$ cat src/rtl/core/imfe_pkg.sv
// Shared types, constants and helpers of the rotor-flux estimator.
package imfe_pkg;

  typedef logic signed [31:0] q_t;

  localparam int QF            = 24;
  localparam int CORDIC_ITERS  = 24;
  localparam int AW            = 27;
  localparam int INTEG_STEP_DEF         = 1678;
  localparam int ROTOR_CURRENT_GAIN_DEF = 16777;

  localparam q_t PI_Q      = 32'sd52707179;
  localparam q_t HALF_PI_Q = 32'sd26353589;
  localparam q_t CORDIC_K  = 32'sd10188013;

  typedef enum logic [2:0] {
    S_IDLE, S_SINCOS, S_CALC, S_AXIS, S_PSI, S_ATAN, S_HOLD
  } state_t;

  typedef enum logic [2:0] {
    REG_POLE   = 3'd0,
    REG_GAIN   = 3'd1,
    REG_R2S    = 3'd2,
    REG_LEAK   = 3'd3,
    REG_RES    = 3'd4,
    REG_S2R    = 3'd5,
    REG_KP     = 3'd6,
    REG_KI     = 3'd7
  } reg_idx_t;

  typedef struct packed {
    logic start;
    logic vec;
  } cordic_ctl_t;

  function automatic q_t sat_fit(input logic signed [32:0] v);
    if (v > 33'sd2147483647) return 32'sh7FFFFFFF;
    if (v < -33'sd2147483648) return 32'sh80000000;
    return v[31:0];
  endfunction

  function automatic q_t sat_add(input q_t a, input q_t b);
    return sat_fit({a[31], a} + {b[31], b});
  endfunction

  function automatic q_t sat_sub(input q_t a, input q_t b);
    return sat_fit({a[31], a} - {b[31], b});
  endfunction

  function automatic q_t atan_step(input logic [4:0] i);
    unique case (i)
      5'd0: return 32'sd13176795;
      5'd1: return 32'sd7778716;
      5'd2: return 32'sd4110060;
      5'd3: return 32'sd2086331;
      5'd4: return 32'sd1047214;
      5'd5: return 32'sd524117;
      5'd6: return 32'sd262123;
      5'd7: return 32'sd131069;
      default: return 32'sd1 <<< (5'(QF) - i);
    endcase
  endfunction

endpackage

$ cat src/rtl/core/imfe_qmul.sv
// Shared Q8.24 multiplier with registered product and saturating rescale.
module imfe_qmul
  import imfe_pkg::*;
(
  input  logic clk,
  input  q_t   a,
  input  q_t   b,
  output q_t   p
);

  logic signed [63:0] prod;
  logic signed [63:0] shifted;

  always_ff @(posedge clk) begin
    prod <= a * b;
  end

  // floor division by 2^24, then clamp to 32 bits
  assign shifted = prod >>> QF;

  always_comb begin
    if (shifted > 64'sd2147483647) p = 32'sh7FFFFFFF;
    else if (shifted < -64'sd2147483648) p = 32'sh80000000;
    else p = shifted[31:0];
  end

endmodule

$ cat config.mk
export PLATFORM = sky130hd
export DESIGN_NAME = imfe_qmul
export DESIGN_NICKNAME = d
export VERILOG_FILES = /design/src/rtl/core/imfe_pkg.sv /design/src/rtl/core/imfe_qmul.sv
export SDC_FILE = /design/constraint.sdc
export NUM_CORES = 2
export LEC_CHECK = 0
export BUFFER_PORTS_ARGS = -buffer_cell sky130_fd_sc_hd__buf_2
export CAP_MARGIN = 20
export CORE_MARGIN = 2
export CORE_UTILIZATION = 40
export DETAILED_ROUTE_END_ITERATION = 6
export HOLD_SLACK_MARGIN = 0.1
export MAX_ROUTING_LAYER = met4
export PLACE_DENSITY_LB_ADDON = 0.2
export SYNTH_ARGS = -nofsm -noshare
export SYNTH_HDL_FRONTEND = slang
export SYNTH_SLANG_ARGS = --single-unit
$ cat constraint.sdc
create_clock -name clk -period 7.7 [get_ports clk]
set_input_delay 0.77 -clock clk [delete_from_list [all_inputs] [get_ports clk]]
set_output_delay 0.77 -clock clk [all_outputs]
set_load 0.03 [all_outputs]
==> flow_summary_export.csv <==
group,metric,value,unit
timing,final-setup-viol-count,0,
critical_path,slowest_stage,"fa_1",
floorplan,std_cell_rows,111,
yosys,synth_top_cell_by_area,"fa_1",
cts,htreeDepth,2,
global_routing,grt_pass1_wl,161,mm
cts,clock-sinks,40,
timing,setup_ws,0.0489,ns
floorplan,num_io_pins,97,
placement,place_congestion,0.875,
layout,seqCellArea,801,sq um
yosys,synthCells,3863,
floorplan,start_util,40.2,%
critical_path,critPathRequiredTime,7.87,ns
yosys,syn_area_per_cell,9.48,sq um
cts,numCtsBuffers,5,
yosys,yosysTopAreaCellShare,59.1,%
placement,place_hpwl,91.3,mm
placement,pre_cts_slack,-0.616,ns
floorplan,core,0.0912,sq mm
yosys,async_flop_share,0,%
timing,max_slew.worst_pin.slew,0.690,ns
floorplan,dieArea,0.0940,sq mm
timing,fmax,131,MHz
floorplan,fp.dieW,307,microns
layout,multi_input_area,0.0320,sq mm
cts,cts_buffer_depth,2,
route,drc,0,
yosys,syn_nets,5189,
timing,rsz0062_at_grt,"true",
critical_path,cp_data_arrival_time,7.82,ns
yosys,synth.distinct_cells,55,
critical_path,end_kind,"register",
layout,drive_above_1_share,15.3,%
critical_path,path_buf_inv,5,
floorplan,die_h,307,microns
global_routing,grt_pass1_vias,28700,
critical_path,path_class,"in -> reg",
run_status,status,"completed",
timing,worst_slew_margin_rel,53.9,%
critical_path,path_delay_family,"adder cells",
global_routing,grt_usage,22.9,%
yosys,synth_seq_area_share,2.19,%
route,firstDrtPassIters,5,
placement,numPortBuffers,96,
route,first_iter_violations,1192,
critical_path,critPathMaxFanout,6,
yosys,synthFlopType,"dfxtp_1",
global_routing,antenna_found_initial,10,
critical_path,crit_cells,25,
min_path,worstHoldStart,"prod[63]",
layout,fin_nets,5500,
critical_path,endpoint,"prod[57]",
min_path,hold_path.class,"reg -> out",
route,routedWlPerCell,19.3,microns
critical_path,cp-start-kind,"input pin",
yosys,ys_ff_latch,40,
critical_path,startpoint,"a[15]",
cts,path_clk_slew,0.06,ns
layout,most-common-layout-cells,"1045 x fa_1, 952 x inv_1, 508 x and2_1",
route,drtAntennaViolNets,0,
layout,regMostFlops,"prod",
layout,final_common_cell,"fa_1",
global_routing,grt_start_max_net_pins,32,
timing,drv_slew,0,
route,totalWireLength,104,mm
timing,hold_violations,0,
route,dr_total_vias,26000,
timing,min_period,7.65,ns
cts,cts_tree,"done",
yosys,synth_edf_count,0,
placement,place_area,0.0411,sq mm
yosys,yosysWarnings,0,
run,maxCapViolCount,0,
yosys,synth.area.top_cells,"fa_1 59%, inv_1 9.8%, and2_1 8.9%",
yosys,syn_area,0.0366,sq mm
global_routing,grt_overflow_total,0,
layout,reg_top3,"prod: 40 flops",
critical_path,slowest_delay,0.59,ns
route,vias_per_cell,4.84,
layout,fillers,8826,
critical_path,cp_common_cell,"fa_1",
cts,root_buffer,"clkbuf_16",
timing,period_share,99.4,%
layout,syn_to_final_growth,16.1,%
layout,finalInstanceArea,0.0425,sq mm
layout,largest_reg_flops,40,
[area by class of cell]
type,instances,share of cell area (%)
Inverter,960,8.48
Multi-Input combinational cell,2653,75.2
Timing Repair Buffer,514,10.6
Antenna cell,6,0.0353
Clock inverter,2,0.0235
Tap cell,1186,3.49
Clock buffer,6,0.326
Sequential cell,40,1.88
[Yosys cell counts (all sizes together) (4+ instances only)]
| cell type | count |
|---|---|
| nand2 | 503 |
| and3 | 5 |
| ha | 180 |
| nand3 | 10 |
| xor2 | 20 |
| buf | 6 |
| and2 | 521 |
| inv | 960 |
| a21o | 58 |
| nand4 | 12 |
| o211ai | 5 |
| a211oi | 6 |
| nor2b | 4 |
| a21oi | 41 |
| nand2b | 13 |
| a221oi | 4 |
| nor2 | 51 |
| o21ai | 39 |
| clkbuf | 204 |
| a21boi | 5 |
| nor3 | 7 |
| fa | 1081 |
| o21bai | 9 |
| nor4 | 5 |
| a31oi | 6 |
| xnor2 | 32 |
| o21a | 9 |
| dfxtp | 40 |
[metal layers]
| metal | global-route usage (%) | vias up | part of all wire (%) |
|---|---|---|---|
| met5 | - | - | 0 |
| met4 | 5.70 | 0 | 3.0 |
| met3 | 1.60 | 151 | 3.0 |
| met2 | 41.8 | 460 | 55 |
| met1 | 27.5 | 13800 | 39 |
| li1 | - | 11600 | - |
[worst min-delay path by stage]
stage | end | depth (start not counted) | slack, ns
detailed placement | p[31] | 1 | 1.32
global route | p[31] | 1 | 1.66
CTS | p[31] | 1 | 1.63
finish | p[31] | 1 | 1.64
floorplan | p[31] | 1 | 1.26
global placement | p[31] | 1 | 1.31
[through the flow]
stage,std cells,setup TNS [ns],util (%),hold WS [ns]
global route,5367,-1.08,46.6,1.66
floorplan,3863,-0.00699,-,1.26
detailed placement,5322,-9.99,45.0,1.32
global placement,5322,-9.54,45.0,1.31
CTS,5340,-0.0224,45.6,1.63
finish,5367,0,46.6,1.64
[cells by family after synthesis]
logic type | share of synthesized area, %
adder cells (fa/ha/maj) | 65.2
buffers and inverters | 12.0
AND/OR/NAND/NOR | 15.6
AO/OA/AOI/OAI | 3.72
XOR/XNOR | 1.24
flip-flops | 2.19
[repair_timing]
action / in CTS / in global routing
hold buffers: 0 / 0
cloned: 1 / 9
buffers inserted: 9 / 12
resized for setup: 78 / 160
setup endpoints to repair: 21 / 22
pin swaps: 51 / 67
Power is left out: the tool's default activity adds up to more than one toggle a clock period on the data nets, which glitch-free logic cannot reach.
